**src/rtl/gsa_pkg.sv**
```systemverilog
// Shared types and constants for the generational slot allocator.
`default_nettype none
package gsa_pkg;

  localparam int NUM_SLOTS = 64;
  localparam int GEN_BITS  = 16;
  localparam int IDX_BITS  = $clog2(NUM_SLOTS);

  localparam int IN_IDX_W  = 8;
  localparam int IN_GEN_W  = 16;
  localparam int TAG_W     = 32;
  localparam int OUT_IDX_W = 6;
  localparam int OUT_GEN_W = 16;
  localparam int CMP_W     = (GEN_BITS > IN_GEN_W) ? GEN_BITS : IN_GEN_W;

  typedef enum logic [1:0] {
    CMD_ALLOC = 2'd0,
    CMD_FREE  = 2'd1,
    CMD_CHECK = 2'd2
  } cmd_t;

  localparam logic [1:0] ST_DONE  = 2'd0;
  localparam logic [1:0] ST_FULL  = 2'd1;
  localparam logic [1:0] ST_RANGE = 2'd2;

  typedef struct packed {
    logic [1:0]          cmd;
    logic [IN_IDX_W-1:0] slot_index;
    logic [IN_GEN_W-1:0] handle_generation;
    logic [TAG_W-1:0]    owner_tag;
  } in_word_t;

  typedef struct packed {
    logic [1:0]           status;
    logic [OUT_IDX_W-1:0] granted_index;
    logic [OUT_GEN_W-1:0] granted_generation;
    logic                 handle_valid;
  } out_word_t;

  typedef struct packed {
    logic                found;
    logic [IDX_BITS-1:0] idx;
  } find_t;

endpackage
`default_nettype wire

```
**src/rtl/gsa_ram.sv**
```systemverilog
// Generic single-port-write, single-port-read RAM with registered read data.
`default_nettype none
module gsa_ram #(
  parameter int WIDTH = 16,
  parameter int DEPTH = 64
) (
  input  wire logic                     clk,
  input  wire logic                     we,
  input  wire logic [$clog2(DEPTH)-1:0] waddr,
  input  wire logic [WIDTH-1:0]         wdata,
  input  wire logic                     re,
  input  wire logic [$clog2(DEPTH)-1:0] raddr,
  output logic      [WIDTH-1:0]         rdata
);

  logic [WIDTH-1:0] mem [DEPTH];
  logic [WIDTH-1:0] rdata_r;

  always_ff @(posedge clk) begin
    if (we) begin
      mem[waddr] <= wdata;
    end
    if (re) begin
      rdata_r <= mem[raddr];
    end
  end

  assign rdata = rdata_r;

endmodule
`default_nettype wire

```
**src/rtl/gsa_find_free.sv**
```systemverilog
// Priority encoder that finds the lowest free slot in the occupancy vector.
`default_nettype none
module gsa_find_free (
  input  wire logic [gsa_pkg::NUM_SLOTS-1:0] occ,
  output gsa_pkg::find_t                     result
);
  import gsa_pkg::*;

  always_comb begin
    result.found = 1'b0;
    result.idx   = '0;
    // Scanning downward leaves the lowest free index as the final winner.
    for (int i = NUM_SLOTS - 1; i >= 0; i--) begin
      if (!occ[i]) begin
        result.found = 1'b1;
        result.idx   = IDX_BITS'(i);
      end
    end
  end

endmodule
`default_nettype wire

```
**src/rtl/generational_slot_allocator.sv**
```systemverilog
// Top level of the generational slot allocator.
//
//   channel | direction | handshake        | word
//   in      | input     | in_valid/in_stall   | in_word  (cmd, slot_index, generation, tag)
//   out     | output    | out_valid/out_stall | out_word (status, index, generation, valid)
//
// Each word first reads the generation and owner RAMs as it is taken in S_IDLE,
// then forms the result and writes back in S_EXEC. The registered RAM read sets this.
// A new word is taken only in S_IDLE, so one word is finished before the next.
// Reset clears occupancy and generation-valid flops at once; no clearing pass.
// A stalled result holds the block in its write-back cycle until taken.
`default_nettype none
module generational_slot_allocator (
  input  wire logic              clk,
  input  wire logic              rst_n,
  input  wire logic              in_valid,
  output logic                   in_stall,
  input  wire gsa_pkg::in_word_t in_word,
  output logic                   out_valid,
  input  wire logic              out_stall,
  output gsa_pkg::out_word_t     out_word
);
  import gsa_pkg::*;

  typedef enum logic {
    S_IDLE,
    S_EXEC
  } state_t;

  state_t state_r, state_nxt;

  logic [NUM_SLOTS-1:0] occ_r;
  logic [NUM_SLOTS-1:0] gen_vld_r;

  logic [1:0]          cmd_r;
  logic [IDX_BITS-1:0] addr_r;
  logic                in_range_r;
  logic                found_r;
  logic [IN_GEN_W-1:0] hgen_r;
  logic [TAG_W-1:0]    tag_r;

  logic      out_valid_r;
  out_word_t out_word_r;

  find_t               free_slot;
  logic                in_fire;
  logic                exec_fire;
  logic                in_range;
  logic [IDX_BITS-1:0] rd_addr;

  logic [GEN_BITS-1:0] gen_rdata;
  logic [GEN_BITS-1:0] gen_cur;
  logic [TAG_W-1:0]    own_rdata;
  logic                gen_we;
  logic                own_we;
  out_word_t           result;

  gsa_find_free u_find (
    .occ    (occ_r),
    .result (free_slot)
  );

  assign in_stall  = (state_r != S_IDLE);
  assign in_fire   = in_valid && !in_stall;
  assign exec_fire = (state_r == S_EXEC) && (!out_valid_r || !out_stall);

  assign in_range = ({1'b0, in_word.slot_index} < (IN_IDX_W + 1)'(NUM_SLOTS));
  assign rd_addr  = (in_word.cmd == CMD_ALLOC) ? free_slot.idx
                                                : in_word.slot_index[IDX_BITS-1:0];

  assign gen_cur = gen_vld_r[addr_r] ? gen_rdata : '0;
  assign gen_we  = exec_fire && (cmd_r == CMD_FREE) && in_range_r;
  assign own_we  = exec_fire && (cmd_r == CMD_ALLOC) && found_r;

  gsa_ram #(.WIDTH(GEN_BITS), .DEPTH(NUM_SLOTS)) u_gen_ram (
    .clk   (clk),
    .we    (gen_we),
    .waddr (addr_r),
    .wdata (gen_cur + GEN_BITS'(1)),
    .re    (in_fire),
    .raddr (rd_addr),
    .rdata (gen_rdata)
  );

  gsa_ram #(.WIDTH(TAG_W), .DEPTH(NUM_SLOTS)) u_own_ram (
    .clk   (clk),
    .we    (own_we),
    .waddr (addr_r),
    .wdata (tag_r),
    .re    (in_fire),
    .raddr (rd_addr),
    .rdata (own_rdata)
  );

  always_comb begin
    result = '0;
    unique case (cmd_r)
      CMD_ALLOC: begin
        if (found_r) begin
          result.status             = ST_DONE;
          result.granted_index      = OUT_IDX_W'(addr_r);
          result.granted_generation = OUT_GEN_W'(gen_cur);
        end else begin
          result.status = ST_FULL;
        end
      end
      CMD_FREE: begin
        result.status = in_range_r ? ST_DONE : ST_RANGE;
      end
      CMD_CHECK: begin
        if (in_range_r) begin
          result.status       = ST_DONE;
          result.handle_valid = occ_r[addr_r] &&
                                (CMP_W'(gen_cur) == CMP_W'(hgen_r)) &&
                                (own_rdata == tag_r);
        end else begin
          result.status = ST_RANGE;
        end
      end
      default: begin
        result.status = ST_DONE;
      end
    endcase
  end

  always_comb begin
    state_nxt = state_r;
    unique case (state_r)
      S_IDLE:  if (in_fire) state_nxt = S_EXEC;
      S_EXEC:  if (exec_fire) state_nxt = S_IDLE;
      default: state_nxt = S_IDLE;
    endcase
  end

  always_ff @(posedge clk) begin
    if (!rst_n) begin
      state_r     <= S_IDLE;
      out_valid_r <= 1'b0;
      occ_r       <= '0;
      gen_vld_r   <= '0;
    end else begin
      state_r <= state_nxt;

      if (in_fire) begin
        cmd_r      <= in_word.cmd;
        addr_r     <= rd_addr;
        in_range_r <= in_range;
        found_r    <= free_slot.found;
        hgen_r     <= in_word.handle_generation;
        tag_r      <= in_word.owner_tag;
      end

      if (own_we) begin
        occ_r[addr_r] <= 1'b1;
      end
      if (gen_we) begin
        occ_r[addr_r]     <= 1'b0;
        gen_vld_r[addr_r] <= 1'b1;
      end

      if (exec_fire) begin
        out_valid_r <= 1'b1;
        out_word_r  <= result;
      end else if (out_valid_r && !out_stall) begin
        out_valid_r <= 1'b0;
      end
    end
  end

  assign out_valid = out_valid_r;
  assign out_word  = out_word_r;

  // A granted slot must have been free when it was chosen.
  a_grant_free: assert property (@(posedge clk) disable iff (!rst_n)
    (state_r == S_EXEC && cmd_r == CMD_ALLOC && found_r) |-> !occ_r[addr_r])
    else $error("allocate granted an occupied slot");

  // After a grant the slot is marked occupied.
  a_grant_marks: assert property (@(posedge clk) disable iff (!rst_n)
    own_we |=> occ_r[addr_r])
    else $error("granted slot not marked occupied");

  // After a free the slot is released.
  a_free_clears: assert property (@(posedge clk) disable iff (!rst_n)
    gen_we |=> !occ_r[addr_r] && gen_vld_r[addr_r])
    else $error("freed slot still occupied");

  // A full report only happens when no slot is free.
  a_full_real: assert property (@(posedge clk) disable iff (!rst_n)
    (state_r == S_EXEC && cmd_r == CMD_ALLOC && !found_r) |-> (&occ_r))
    else $error("table reported full with a free slot");

  // A result that raises out_valid comes from the write-back cycle just before it.
  a_result_source: assert property (@(posedge clk) disable iff (!rst_n)
    $rose(out_valid_r) |-> $past(state_r == S_EXEC))
    else $error("result appeared outside the write-back cycle");

endmodule
`default_nettype wire
```
**config.mk**
```make
export PLATFORM = sky130hd
export DESIGN_NAME = generational_slot_allocator
export DESIGN_NICKNAME = d
export VERILOG_FILES = /design/src/rtl/gsa_pkg.sv /design/src/rtl/gsa_ram.sv /design/src/rtl/gsa_find_free.sv /design/src/rtl/generational_slot_allocator.sv
export SDC_FILE = /design/constraint.sdc
export NUM_CORES = 2
export LEC_CHECK = 0
export BUFFER_PORTS_ARGS = -buffer_cell sky130_fd_sc_hd__buf_2
export CAP_MARGIN = 20
export CORE_AREA = 8 8 646 648
export CTS_CLUSTER_SIZE = 10
export DETAILED_ROUTE_END_ITERATION = 8
export DIE_AREA = 0 0 654 656
export PLACE_DENSITY_LB_ADDON = 0.2
export SLEW_MARGIN = 20
export SYNTH_ARGS = -nofsm -noshare
export SYNTH_HDL_FRONTEND = slang
export SYNTH_HIERARCHICAL = 1
export SYNTH_SLANG_ARGS = --single-unit
```
**constraint.sdc**
```tcl
create_clock -name clk -period 6.5 [get_ports clk]
set_clock_uncertainty 0.1 [all_clocks]
set_input_delay 0.325 -clock clk [delete_from_list [all_inputs] [get_ports clk]]
set_output_delay 0.325 -clock clk [all_outputs]
set_load 0.05 [all_outputs]
```
======== Yosys cells after proc, flatten, opt, wreduce, memory -nomap -nowiden ========
Memory sizes are Yosys's and may differ from the RTL's. A register that Yosys moved wholly into a read port is not among the register bits.
Index checks and enable logic that the tools add are counted.
storage, ports and cells
  register bits ........................... 213
  memories ................................ 2
  input port bits ......................... 62
  bits in writable memories ............... 3072
operators by class
  muxes and demuxes ....................... 87
  $add $sub $neg .......................... 1
  equality and inequality tests ........... 4
  bitwise operators ....................... 5
  reduce and logical (&&, ||, !) cells .... 23
  order comparisons ....................... 3
memory list
  name           words  bits a word  rd ports  clocked after memory_dff  wr ports  line           text
  u_own_ram.mem  64     32           1         1                         1         gsa_ram.sv:16  logic [WIDTH-1:0] mem [DEPTH];
  u_gen_ram.mem  64     16           1         1                         1         gsa_ram.sv:16
operator list
  cell                   count
  $mux 6                 64
  $mux 64                3
  $or 64x64->64          2
  $and 64x64->64         1
  $not 64->64            1
  $reduce_and 63->1      1
  $eq 32x32->1           1
  $add 16x1->16 const B  1
  $eq 16x16->1           1
  $mux 16                1
  $bmux 1 s6             2
  $mux 1                 12
  $logic_and 1x1->1      10
  $lt 8x7->1 const B     1
  $reduce_and 2->1       4
  $lt 6x7->1 const B     1
  $mux 7                 1
  $demux 1 s6            1
  $ge 6x1->1 const B     1
  $logic_not 2->1        2
  $pmux 2 s2             1
  $logic_not 1->1        3
  $eq 2x1->1 const B     1
  $eq 2x2->1 const B     1
  6 further kinds        6

======== Depth between registers and ports, before layout ========
  word-level depth ........................ 65
  mapped depth ............................ 16
  mapped depth without buffers ............ 12

======== Modules after synthesis ========
The synthesis kept the hierarchy.
by module, submodules not included
  module                       cells each  times used  area an instance (um^2)
  gsa_ram (u_own_ram)          3324        1           78835.6
  gsa_ram (u_gen_ram)          1829        1           40202.3
  generational_slot_allocator  882         1           9664.3
  gsa_find_free                143         1           857.1

======== Least setup slack after synthesis ========
OpenSTA, ideal clock, no wires.
  kind .................................... reg2reg
  start point ............................. register addr_r[0]
  end point ............................... memory u_gen_ram.mem[0][2], data pin
  data arrival time ....................... 5.459 ns
  library setup time ...................... 0.567 ns
  cell stages (with the launch flop) ...... 12
  setup slack ............................. 0.374 ns
  period minus slack after synthesis ...... 6.126 ns
  path buffers ............................ 2
  path through ............................ edfxtp_1 buf_6 mux4_2 mux2i_4 nor4b_4 nor4_4 and2_1 buf_2 nand2b_1 inv_1 ha_1 xnor2_1
between the ends
  cells in the longest elaborated chain, start to end .. 4
RTL lines
  element                       line                                text
  from (decl)                   generational_slot_allocator.sv:36   logic [IDX_BITS-1:0] addr_r;
  from (signal assigned)        generational_slot_allocator.sv:146  addr_r <= rd_addr;
  $bmux 1 s6                    generational_slot_allocator.sv:71   assign gen_cur = gen_vld_r[addr_r] ? gen_rdata : '0;
  $mux 1 (implied by the code)  generational_slot_allocator.sv:71
  $mux 16                       generational_slot_allocator.sv:71
  net gen_cur[0]                generational_slot_allocator.sv:52   logic [GEN_BITS-1:0] gen_cur;
  $add 16x1->16                 generational_slot_allocator.sv:79   .wdata (gen_cur + GEN_BITS'(1)),
  to (decl)                     gsa_ram.sv:16
The timed path passes the listed nets, and every way through them passes these cells. The select of a mux whose other input is x is not followed.

==> metrics.md <==
| Metric | Value |
|---|---|
| Post-cts resize count | 0 |
| Inst Count DP | 11700 |
| VDD IR-drop max | 0.1973 mV |
| Crit-path max FO | 70 |
| Final min period | about 5.1 ns |
| Area share of the largest cell type after synthesis | about three quarters |
| DRT Wirelength | between 300000 and 400000 um |
| Rel. slew slack | 21.43% |
| FILL cells | ~37000 |
| DR vias | ~65000 |
| MaxCap Viol Count | 0 |
| ANT nets after route | 0 |
| Core area | just over 400000 um2 |
| Share of cells above drive strength 1 | about a quarter |
| Synthesized Nets | roughly 6200 |
| Max Freq | 0.1966 GHz |
| Crit Path Category | reg2reg |
| Clk Tree Root Cell | clkbuf_16 |
| Critical path launch point type | flop |
| Cts hold-fix bufs | 89 |
| Setup TNS | 0 ns |
| Clock sink count | roughly 3300 |
| Fin. Hold Viols | 0 |
| Leakage | about 0.046 uW |
| CP arrival | ~5.6 ns |
| Clock buffer depth | 4 |
| Min-delay worst type | in2reg |
| FF-to-FF setup slack | 1.41 ns |
| Std cell rows | 235 |
| Area growth from synthesis to layout | 15.80% |
| Fin cells | 12300 |
| #FFs+latches synth | 3333 |
| WHS | 0.06703 ns |
| Worst-skew pair later-pin latency | between 0.9 and 1 ns |
| Hpwl dp | between 200000 and 250000 um |
| Total CTS buffers | between 300 and 400 |
| Post-synth cell types | 90 |
| Global route total overflow | 0 |
| Fin nets | 6791 |
| Count leader, synth | edfxtp_1 |
| Pin count of the biggest net entering global routing | 73 |
| Post-CTS setup buffer count | 0 |
| Cell area after synthesis | roughly 130000 um2 |
| Ports | roughly 90 |
| First-pass GRT wire length | ~520000 um |
| Synth top cells by count | edfxtp_1, mux4_2, nor2_1, mux2i_1, nand2_1 |
| Die Area | about 430000 um2 |
| Initial antenna violation count | 20 |
| Initial Util | roughly a third |
| EDFF count, synth | 3203 |
| Post-DR vias/cell | 5.274 |
| Seq/Total Area, Yosys | about three quarters |
| Finished Core Util | 36.81% |
| TritonCTS clock tree | built |
| Pre-antenna DRT Iters | 8 |
| Largest cells by area after synthesis | edfxtp_1, mux4_2, dfxtp_1, mux2i_1, nor2_1 |
| PortBufs | between 80 and 90 |
| Ys Warns | 6 |
| Post-synth ARST share | 0% |
| Worst setup margin | roughly 1.4 ns |
| Tcrit/Tclk final | slightly below 80% |
| Area leader, netlist | edfxtp_1 |
| Pwr dens | roughly 300 nW/um2 |
| Setup-failing EPs final | 0 |
| Slew Limit Fails | 0 |
| WL/cell | just over 30 um |
| RSZ-0062 raised after global routing | no |
| Worst Tran Pin Value | 1.179 ns |
| Die X | 654 um |
| Mapped Avg Cell Area | 20.97 um2 |
| Gp weighted congestion | roughly 0.82 |
| Req. time, crit path | just over 7 ns |
| Synth Flop Type | edfxtp_1 |
| Status | finished clean |
| 1st-iter DRT viols | slightly above 6000 |
| Chip height | 656 um |
| Post-Syn Instances | between 6000 and 7000 |
| CTS HTree Levels | 5 |
| Total GRT Usage | between 10% and 20% |
| Vias in the first global route | approximately 67000 |
| Dpl ws | 1.442 ns |
| Crit. End Element | flop |
| Worst-path clk slew | approximately 0.060 ns |
| Drt drc | 0 |
## cell type report
class                      instances  area (um2)  area share [%]
sequential                      3333       98780           65.85
multi-input combinational       2481       29560           19.70
clock buffer                     456        9975           6.649
tap                             5451        6820           4.546
timing repair buffer             499        4187           2.791
clock inverter                    42       570.5          0.3803
inverter                          27       101.3         0.06755
antenna                           11       27.53         0.01835
## path summary, 6_finish.rpt
kind                                     from            endpoint  cells past startpoint
worst min register to register  gen_vld_r[27]       gen_vld_r[27]                      1
worst max register to register      occ_r[33]  u_own_ram/rdata[3]                     10
worst min-delay path              in_word[29]           tag_r[29]                      2
worst max-delay path                occ_r[33]  u_own_ram/rdata[3]                     10
## critical path: stages (launching register included)
cell and delay [ns]:
dfxtp_1 0.45, nand4_1 0.14, nor4_1 0.47, a211oi_1 0.20, nor2_1 0.22, mux2_8 0.52, buf_12 0.44, mux4_2 0.40
mux4_2 0.54, o22ai_1 0.91, nor2_1 0.12
## layer usage
metal,global-route usage (%),share of wire [%],vias to the layer above
met1,22.78,42,35560
met5,0,0.0067,-
met4,4.141,2.5,4
met3,2.659,5.8,501
met2,28.21,50,1995
li1,-,-,26800
## stage by stage
| stage | cell area (um2) | total power, uW |
|---|---|---|
| 2_1_floorplan | 129600 | 25500 |
| 3_3_place_gp | 138400 | 26480 |
| 3_5_place_dp | 138500 | 26510 |
| 4_1_cts | 149900 | 45600 |
| 5_1_grt | 150000 | 46430 |
| 6_report | 150000 | 45050 |
## cells in the final DEF (no fill, tap or decap), drive strengths merged, types with 23 or more instances in the layout
cell         instances
nand3               63
nor3b               50
o221ai              29
o21ai               30
nor3                25
mux4               786
dlygate4sd3         89
dfxtp              130
a21oi              128
nor2               343
a22oi               58
a221oi              23
clkinv              30
inv                 37
edfxtp            3203
clkbuf             456
o22ai               86
mux2i              190
mux2                40
nand4               44
xnor2               32
a31oi               35
o21a                65
nand2              140
buf                410
nor2b               62
## report_power, final
group | switching (uW) | internal, uW
sequential | 69.7 | 23500
clock | 8200 | 10800
combinational | 1550 | 934
total | 9820 | 35200
## cells by family (layout without fill, tap and decap cells)
kind of cell	after synthesis	in the layout	synth area share [%]
AOI/OAI and AO/OA	578	578	3.143
xor gates and xnor gates	47	47	0.3177
adders and majority gates	5	5	0.04829
buffers and inverters	364	1024	1.524
DFF	3333	3333	76.25
muxes	1016	1016	15.51
other	0	11	0
and+or+nand+nor	835	835	3.211
## sequential cells by signal, indices dropped and copies added (netlist names), 16 cells and up
signal	cells
u_own_ram/mem	2048
u_own_ram/rdata	32
out_word	25
gen_vld_r	64
u_gen_ram/rdata	16
tag_r	32
occ_r	64
hgen_r	16
u_gen_ram/mem	1024
(Power assumes the default switching activity.)
